`src/sv/integer_set_table_defines.svh`:
```
// Assertion macros shared by the integer set table RTL.
// Included by the top level, which carries the concurrent checks; no other dependencies.
`ifndef INTEGER_SET_TABLE_DEFINES_SVH
`define INTEGER_SET_TABLE_DEFINES_SVH

`ifndef SYNTHESIS

// prop must hold at every clock edge outside reset
`define IST_ASSERT(lbl, clk, rstn, prop) \
  lbl: assert property (@(posedge clk) disable iff (!rstn) prop) \
    else $error("%m: check failed");

// expr must never be true outside reset
`define IST_ASSERT_NEVER(lbl, clk, rstn, expr) \
  lbl: assert property (@(posedge clk) disable iff (!rstn) !(expr)) \
    else $error("%m: forbidden condition seen");

`else

`define IST_ASSERT(lbl, clk, rstn, prop)
`define IST_ASSERT_NEVER(lbl, clk, rstn, expr)

`endif

`endif

```
`src/sv/ist_pkg.sv`:
```
// Shared types and constants for the integer set table.
// No dependencies; used by the interfaces, the cell and the top level.
package ist_pkg;

  localparam int SET_DEPTH = 16;
  localparam int VALUE_W   = 32;
  localparam int OPCODE_W  = 2;
  localparam int COUNT_W   = 5;

  typedef enum logic [OPCODE_W-1:0] {
    OP_ADD    = 2'd0,
    OP_REMOVE = 2'd1,
    OP_QUERY  = 2'd2
  } op_e;

  typedef enum logic {
    PH_SEARCH = 1'b0,
    PH_COMMIT = 1'b1
  } phase_e;

  // request token walking the cell row
  typedef struct packed {
    phase_e                     phase;
    logic [OPCODE_W-1:0]        op;
    logic signed [VALUE_W-1:0]  value;
    logic                       found;
    logic                       placed;
  } token_t;

endpackage

```
`src/sv/ist_req_if.sv`:
```
// Request channel of the integer set table: valid/ready plus opcode and value.
// Depends on ist_pkg for field widths.
interface ist_req_if;
  logic                                      valid;
  logic                                      ready;
  logic [ist_pkg::OPCODE_W-1:0]              opcode;
  logic signed [ist_pkg::VALUE_W-1:0]        value;

  modport source (output valid, output opcode, output value, input ready);
  modport sink   (input valid, input opcode, input value, output ready);
endinterface

```
`src/sv/ist_rsp_if.sv`:
```
// Response channel of the integer set table: valid/ready plus result flags and count.
// Depends on ist_pkg for field widths.
interface ist_rsp_if;
  logic                          valid;
  logic                          ready;
  logic                          was_present;
  logic                          add_refused;
  logic [ist_pkg::COUNT_W-1:0]   element_count;

  modport source (output valid, output was_present, output add_refused,
                  output element_count, input ready);
  modport sink   (input valid, input was_present, input add_refused,
                  input element_count, output ready);
endinterface

```
`src/sv/ist_cell.sv`:
```
// One slot of the set: value, valid bit and one register stage of the token row.
// Depends on ist_pkg for the token type and opcodes.
module ist_cell (
  input  logic            clk_i,
  input  logic            rst_ni,
  input  logic            tok_vld_i,
  input  ist_pkg::token_t tok_i,
  output logic            tok_vld_o,
  output ist_pkg::token_t tok_o
);

  logic                               valid_q, valid_d;
  logic signed [ist_pkg::VALUE_W-1:0] value_q;
  logic                               wr_en;
  logic                               hit;
  logic                               tok_vld_q;
  ist_pkg::token_t                    tok_q, tok_d;

  assign hit = valid_q && (value_q == tok_i.value);

  always_comb begin
    tok_d   = tok_i;
    valid_d = valid_q;
    wr_en   = 1'b0;
    if (tok_vld_i) begin
      case (tok_i.phase)
        ist_pkg::PH_SEARCH: begin
          tok_d.found = tok_i.found | hit;
        end
        ist_pkg::PH_COMMIT: begin
          case (tok_i.op)
            ist_pkg::OP_ADD: begin
              // lowest free slot takes the value
              if (!tok_i.found && !tok_i.placed && !valid_q) begin
                wr_en        = 1'b1;
                valid_d      = 1'b1;
                tok_d.placed = 1'b1;
              end
            end
            ist_pkg::OP_REMOVE: begin
              if (hit) begin
                valid_d = 1'b0;
              end
            end
            default: begin
            end
          endcase
        end
        default: begin
        end
      endcase
    end
  end

  always_ff @(posedge clk_i or negedge rst_ni) begin
    if (!rst_ni) begin
      valid_q   <= 1'b0;
      tok_vld_q <= 1'b0;
    end else begin
      valid_q   <= valid_d;
      tok_vld_q <= tok_vld_i;
    end
  end

  always_ff @(posedge clk_i) begin
    if (wr_en) begin
      value_q <= tok_i.value;
    end
    if (tok_vld_i) begin
      tok_q <= tok_d;
    end
  end

  assign tok_vld_o = tok_vld_q;
  assign tok_o     = tok_q;

endmodule

```
`src/sv/integer_set_table.sv`:
```
// Integer set table: a fixed-capacity set of distinct 32-bit signed integers.
// Depends on ist_pkg, ist_req_if, ist_rsp_if, ist_cell and the defines header.
//
// Usage:
//   req_i carries opcode (add, remove, query; code 3 acts as query) and value.
//   rsp_o returns one word per request: was_present, add_refused and the
//   element count after the request (low 5 bits).
//   Storage is a row of SET_DEPTH cells. A request becomes a token that walks
//   the row one cell per cycle twice: a search pass that collects the match,
//   then a commit pass that fills the lowest free slot (add) or clears the match (remove).
//   One request is in flight at a time; req_i.ready rises again in the cycle
//   in which its result appears on rsp_o, so the block takes no new request
//   before the result of the last one has reached rsp_o.
//   A finished result that finds the output register still occupied parks in
//   a holding register; req_i.ready stays low until the receiver takes a word
//   and the held result moves up to rsp_o.
//   Reset empties the set and both result registers; slot and result contents
//   are not cleared, only their valid bits.
`include "integer_set_table_defines.svh"

module integer_set_table #(
  parameter int SET_DEPTH = ist_pkg::SET_DEPTH
) (
  input  logic    clk_i,
  input  logic    rst_ni,
  ist_req_if.sink   req_i,
  ist_rsp_if.source rsp_o
);

  localparam int CNT_W = $clog2(SET_DEPTH + 1);

  logic                 tok_vld [SET_DEPTH+1];
  ist_pkg::token_t      tok     [SET_DEPTH+1];
  logic                 head_vld;
  ist_pkg::token_t      head_tok;
  logic [SET_DEPTH-1:0] vld_vec;

  logic             busy_q, busy_d;
  logic [CNT_W-1:0] count_q, count_d;
  logic             in_fire, wrap, done, out_free;
  logic             added, removed;
  logic             res_present, res_refused;
  logic [31:0]      cnt_ext;

  logic                         out_vld_q, out_vld_d;
  logic                         out_present_q, out_refused_q;
  logic [ist_pkg::COUNT_W-1:0]  out_count_q;
  logic                         pend_vld_q, pend_vld_d;
  logic                         pend_present_q, pend_refused_q;
  logic [ist_pkg::COUNT_W-1:0]  pend_count_q;
  logic                         load_out_res, load_out_pend, load_pend;

  assign req_i.ready = !busy_q;
  assign in_fire     = req_i.valid && !busy_q;

  assign wrap = tok_vld[SET_DEPTH] && (tok[SET_DEPTH].phase == ist_pkg::PH_SEARCH);
  assign done = tok_vld[SET_DEPTH] && (tok[SET_DEPTH].phase == ist_pkg::PH_COMMIT);

  // head of the row: new request, or the search token coming back to commit
  always_comb begin
    head_vld = in_fire || wrap;
    head_tok = tok[SET_DEPTH];
    if (in_fire) begin
      head_tok.phase  = ist_pkg::PH_SEARCH;
      head_tok.op     = req_i.opcode;
      head_tok.value  = req_i.value;
      head_tok.found  = 1'b0;
      head_tok.placed = 1'b0;
    end else begin
      head_tok.phase  = ist_pkg::PH_COMMIT;
      head_tok.placed = 1'b0;
    end
  end

  assign tok_vld[0] = head_vld;
  assign tok[0]     = head_tok;

  for (genvar i = 0; i < SET_DEPTH; i++) begin : g_cell
    ist_cell u_cell (
      .clk_i     (clk_i),
      .rst_ni    (rst_ni),
      .tok_vld_i (tok_vld[i]),
      .tok_i     (tok[i]),
      .tok_vld_o (tok_vld[i+1]),
      .tok_o     (tok[i+1])
    );
    assign vld_vec[i] = tok_vld[i+1];
  end

  // result of the finished commit pass
  always_comb begin
    added       = tok[SET_DEPTH].placed;
    removed     = (tok[SET_DEPTH].op == ist_pkg::OP_REMOVE) && tok[SET_DEPTH].found;
    res_present = tok[SET_DEPTH].found;
    res_refused = (tok[SET_DEPTH].op == ist_pkg::OP_ADD) && !tok[SET_DEPTH].found
                  && !tok[SET_DEPTH].placed;
    count_d = count_q;
    if (done) begin
      if (added) begin
        count_d = count_q + CNT_W'(1);
      end else if (removed) begin
        count_d = count_q - CNT_W'(1);
      end
    end
    cnt_ext = 32'(count_d);
  end

  assign out_free      = !out_vld_q || rsp_o.ready;
  assign load_out_res  = done && out_free;
  assign load_pend     = done && !out_free;
  assign load_out_pend = pend_vld_q && rsp_o.ready;

  always_comb begin
    out_vld_d  = out_vld_q;
    pend_vld_d = pend_vld_q;
    busy_d     = busy_q;
    if (rsp_o.ready) begin
      out_vld_d = 1'b0;
    end
    if (load_out_res || load_out_pend) begin
      out_vld_d = 1'b1;
      busy_d    = 1'b0;
    end
    if (load_out_pend) begin
      pend_vld_d = 1'b0;
    end
    if (load_pend) begin
      pend_vld_d = 1'b1;
    end
    if (in_fire) begin
      busy_d = 1'b1;
    end
  end

  always_ff @(posedge clk_i or negedge rst_ni) begin
    if (!rst_ni) begin
      busy_q     <= 1'b0;
      count_q    <= '0;
      out_vld_q  <= 1'b0;
      pend_vld_q <= 1'b0;
    end else begin
      busy_q     <= busy_d;
      count_q    <= count_d;
      out_vld_q  <= out_vld_d;
      pend_vld_q <= pend_vld_d;
    end
  end

  always_ff @(posedge clk_i) begin
    if (load_out_res) begin
      out_present_q <= res_present;
      out_refused_q <= res_refused;
      out_count_q   <= cnt_ext[ist_pkg::COUNT_W-1:0];
    end else if (load_out_pend) begin
      out_present_q <= pend_present_q;
      out_refused_q <= pend_refused_q;
      out_count_q   <= pend_count_q;
    end
    if (load_pend) begin
      pend_present_q <= res_present;
      pend_refused_q <= res_refused;
      pend_count_q   <= cnt_ext[ist_pkg::COUNT_W-1:0];
    end
  end

  assign rsp_o.valid         = out_vld_q;
  assign rsp_o.was_present   = out_present_q;
  assign rsp_o.add_refused   = out_refused_q;
  assign rsp_o.element_count = out_count_q;

  // at most one token in the row
  `IST_ASSERT(a_one_token, clk_i, rst_ni, $onehot0(vld_vec))
  // a new request never enters while a token is still walking
  `IST_ASSERT_NEVER(a_no_overlap, clk_i, rst_ni, in_fire && (vld_vec != '0))
  // a finished pass always belongs to an accepted request
  `IST_ASSERT(a_done_busy, clk_i, rst_ni, done |-> busy_q)
  // element count never exceeds the number of slots
  `IST_ASSERT(a_count_range, clk_i, rst_ni, 32'(count_q) <= 32'(SET_DEPTH))
  // holding register only fills when the output register is still occupied
  `IST_ASSERT(a_pend_needs_out, clk_i, rst_ni, pend_vld_q |-> out_vld_q)

endmodule

```
`src/flat_wrapper.sv`:
```
// flat-port wrapper written by rule: the top's interface ports become plain ports
module integer_set_table_flat 
#(
  parameter int SET_DEPTH = ist_pkg::SET_DEPTH
)
  (clk_i, rst_ni, req_i_valid, req_i_opcode, req_i_value, req_i_ready, rsp_o_valid, rsp_o_was_present, rsp_o_add_refused, rsp_o_element_count, rsp_o_ready);
  ist_req_if req_i_i ();
  ist_rsp_if rsp_o_i ();
  input  logic clk_i;
  input  logic rst_ni;
  input wire logic [$bits(req_i_i.valid)-1:0] req_i_valid;
  input wire logic [$bits(req_i_i.opcode)-1:0] req_i_opcode;
  input wire logic [$bits(req_i_i.value)-1:0] req_i_value;
  output wire logic [$bits(req_i_i.ready)-1:0] req_i_ready;
  output wire logic [$bits(rsp_o_i.valid)-1:0] rsp_o_valid;
  output wire logic [$bits(rsp_o_i.was_present)-1:0] rsp_o_was_present;
  output wire logic [$bits(rsp_o_i.add_refused)-1:0] rsp_o_add_refused;
  output wire logic [$bits(rsp_o_i.element_count)-1:0] rsp_o_element_count;
  input wire logic [$bits(rsp_o_i.ready)-1:0] rsp_o_ready;
  assign req_i_i.valid = req_i_valid;
  assign req_i_i.opcode = req_i_opcode;
  assign req_i_i.value = req_i_value;
  assign req_i_ready = req_i_i.ready;
  assign rsp_o_valid = rsp_o_i.valid;
  assign rsp_o_was_present = rsp_o_i.was_present;
  assign rsp_o_add_refused = rsp_o_i.add_refused;
  assign rsp_o_element_count = rsp_o_i.element_count;
  assign rsp_o_i.ready = rsp_o_ready;
  integer_set_table #(.SET_DEPTH(SET_DEPTH)) u_core (.clk_i(clk_i), .rst_ni(rst_ni), .req_i(req_i_i), .rsp_o(rsp_o_i));
endmodule
```
`config.mk`:
```
export PLATFORM = sky130hd
export DESIGN_NAME = integer_set_table_flat
export DESIGN_NICKNAME = d
export VERILOG_FILES = /design/src/sv/ist_pkg.sv /design/src/sv/ist_req_if.sv /design/src/sv/ist_rsp_if.sv /design/src/sv/ist_cell.sv /design/src/sv/integer_set_table.sv /design/src/flat_wrapper.sv
export VERILOG_INCLUDE_DIRS = /design/src /design/src/sv
export SDC_FILE = /design/constraint.sdc
export NUM_CORES = 1
export LEC_CHECK = 0
export BUFFER_PORTS_ARGS = -buffer_cell sky130_fd_sc_hd__buf_4
export CAP_MARGIN = 20
export CORE_MARGIN = 2
export CORE_UTILIZATION = 39
export DETAILED_ROUTE_END_ITERATION = 6
export HOLD_SLACK_MARGIN = 0.06
export SLEW_MARGIN = 30
export SYNTH_ARGS = -nofsm -noshare
export SYNTH_HDL_FRONTEND = slang
export SYNTH_HIERARCHICAL = 1
export SYNTH_SLANG_ARGS = --single-unit
```
`constraint.sdc`:
```
create_clock -name clk_i -period 4.4 [get_ports clk_i]
set_input_delay 0.22 -clock clk_i [delete_from_list [all_inputs] [get_ports clk_i]]
set_output_delay 0.22 -clock clk_i [all_outputs]
set_load 0.005 [all_outputs]
```
==> run metrics <==
Switching Share 0.2559; post-DR vias/cell 4.852; Final Critical Period approximately 3.4 ns; Leak 15.48 nW; # fillers 8943; CTS H-tree depth 3; worst min path class input port to async pin; Die Footprint between 100000 and 150000 um^2; post-synthesis register bit count ~1.2k; Non-Filler Instances 3893; count of unique library cells instantiated by Yosys 39; antenna violations before repair 1; DRT Wirelength 74930 um; post-synth top area share 0.8005; CTS resizes 0; fmax 292.7 MHz; clk_lat worst skew 0.67 ns; gpl congestion around 0.86; initial DRC count 1414; CP max stage delay around 0.53 ns; # setup viols final 0; Root Driver clkbuf_16; crit end category flop; Avg WL per Cell 19.25 um; multi-input combinational cell area around 7300 um^2; pin count of the biggest net entering global routing between 40 and 50; number of routed nets with antenna violations 0; clock-pin slew on the worst setup and hold paths 0.07 ns; Worst EP required 4.74 ns; via count 18.89k; number of synthesized flops with an enable pin 1118; fraction of registers with async set/reset 0.03454; GRT overflow 0; GRT Resource Usage Total 0.1361; # IOs 47; setup repair bufs after CTS 0; Tcrit/Tclk final 0.7764; Clk pwr share 0.321; Die X 331.9 um; CTS Hold Bufs 36; PortBufs 46; die span in y 331.9 um; peak supply drop 0.3258 mV; drt drc 0; Worst EP arrival 3.75 ns; total negative slack 0 ns; core area 106900 um^2; final max-slew violation count 0; Placed Cells 3647; NetSw 7.470 mW; Slowest-stage cell, CP and2_1; Area Overhead vs Synth 15.14%; Synth Flop Type edfxtp_1; Ys Warns 6; Mapped Cells 2173; TritonCTS clock tree yes; drt first pass iters 5; combinational fraction of design power 0.099; Internal 21.72 mW; RSZ-0062 raised after global routing false; CTS sink cnt 1158; worst slew pin tran 0.8564 ns; Register Area 34570 um^2; Maximum Capacitance Violations 0; Avg Cell Area, Syn 19.30 um^2; P per Cell Area around 600 nW/um^2; nets@finish between 2k and 2.5k; CP Class flop to flop; HPWL after DPL 51430 um; num rows 120; Starting Density 0.3923; post-synth top area cell edfxtp_1; first-pass GRT wire length 116400 um; Fin. Hold Viols 0; number of buffers created by CTS 113; post-synthesis sequential area ratio 0.8243; Final WS setup 0.9840 ns; share of cells above drive strength 1 0.1093; dpl ws between 1 and 1.5 ns; synthesized area between 40000 and 50000 um^2; status completed; register share of total power 0.580; vias in the first global route 19.65k; synth top area cells edfxtp_1 (80%), xnor2_1 (8.1%), xor2_1 (2.7%); Worst setup SP type flop; smallest hold slack 0.1413 ns; slew margin rel. 0.4279; CP Max Fanout 38; clk buf depth 3; worst-path cell chain nor2b_2 > buf_4 > inv_2 > nand2_1 > nand2_1 > nand2b_1 > nor4_1 > nor2b_1 > and2_1 > buf_4; clk_skew between 0.02 and 0.03 ns
-- critical path: cells and delay by family, from the launching register on --
family	cells	cell delay, ns
buffers and inverters	3	1.10
DFF	1	0.40
and+or+nand+nor	7	1.56
-- power by group through the flow --
stage	Combinational, mW	Sequential, mW	Clock [mW]
floorplan	1.72	16.7	0
global placement	2.73	17.1	0
detailed placement	2.89	17.1	0
CTS	2.93	17.0	9.65
global route	3.23	17.2	10.1
finish	2.89	16.9	9.38
-- cell usage after synthesis (17+ instances only) --
cell type and n:
dfrtp_1 40, nand4_1 97, a21o_1 17, edfxtp_1 1118, xor2_1 130, nand2_1 137, nor4_1 65, nor2b_1 19
nand2b_1 17, xnor2_1 388
-- layer usage --
layer  vias up  wire length (um)  GRT usage
met1      9669             31830     0.1782
li1       8686                 -          -
met4         0              1764    0.03946
met2       392             36230     0.2220
met3       143              5101    0.03812
met5         -                 0          0
-- stage by stage --
step	power (mW)	cell area (um^2)	util
3_5_place_dp	20.03	44270	0.4141
2_1_floorplan	18.40	41940	-
3_3_place_gp	19.82	44270	0.4141
5_1_grt	30.47	48290	0.4517
4_1_cts	29.54	48290	0.4517
6_report	29.19	48290	0.4517
-- logic make-up after synthesis --
kind of cell	count (synthesis)	share of synthesized area
AND/OR/NAND/NOR	410	0.05212
flip-flops	1158	0.8243
AO/OA/AOI/OAI	61	0.01131
buffers and inverters	16	0.001521
adder cells (fa/ha/maj)	2	0.0005966
multiplexers	7	0.001850
XOR/XNOR	518	0.1082
other	1	0.00008941
-- cell usage in the layout (no fill, tap or decap), types with 36 or more instances in the layout --
cell,instances
buf_4,79
dfrtp_1,40
xor2_1,130
dlygate4sd3_1,36
edfxtp_1,1118
xnor2_1,388
clkbuf_16,114
nand2_1,137
nand4_1,97
nor4_1,65
-- state kept, by name (all words and copies together) (netlist names) --
name	count
u_core/pend_refused_q	1
u_core/busy_q	1
u_core/rsp_o.was_present	1
u_core/rsp_o.valid	1
u_core/pend_count_q	5
u_core/rsp_o.add_refused	1
u_core/g_cell.u_cell/valid_q	16
u_core/g_cell.u_cell/tok_vld_o	16
u_core/pend_vld_q	1
u_core/g_cell.u_cell/tok_o	592
u_core/g_cell.u_cell/value_q	512
u_core/rsp_o.element_count	5
u_core/pend_present_q	1
u_core/count_q	5
-- worst paths after layout --
kind	from	end	slack, ns	depth (start not counted)
setup / recovery	u_core/busy_q$_DFFE_PN0P_	u_core/g_cell[0].u_cell/value_q[6]$_DFFE_PP_	0.98	10
hold / removal	rst_ni	u_core/busy_q$_DFFE_PN0P_	0.14	2
setup reg to reg	u_core/busy_q$_DFFE_PN0P_	u_core/g_cell[0].u_cell/value_q[6]$_DFFE_PP_	0.98	10
hold reg to reg	u_core/g_cell[9].u_cell/tok_o[35]$_DFFE_PP_	u_core/g_cell[10].u_cell/tok_o[35]$_DFFE_PP_	0.44	0
max in group asynchronous	rst_ni	u_core/g_cell[12].u_cell/tok_vld_o$_DFF_PN0_	3.80	2
min in group clk_i	req_i_valid	u_core/busy_q$_DFFE_PN0P_	0.23	4
-- final cells by class --
cell class / count / area share
multi-input cells: 1000 / 0.1516
clock buffers: 141 / 0.06242
inverters: 7 / 0.0005441
well taps: 1403 / 0.03635
repair buffers: 115 / 0.01974
flip-flops and latches: 1158 / 0.7159
diodes: 1 / 0.00005182
clock inverters: 68 / 0.01334
(Power assumes the default switching activity.)
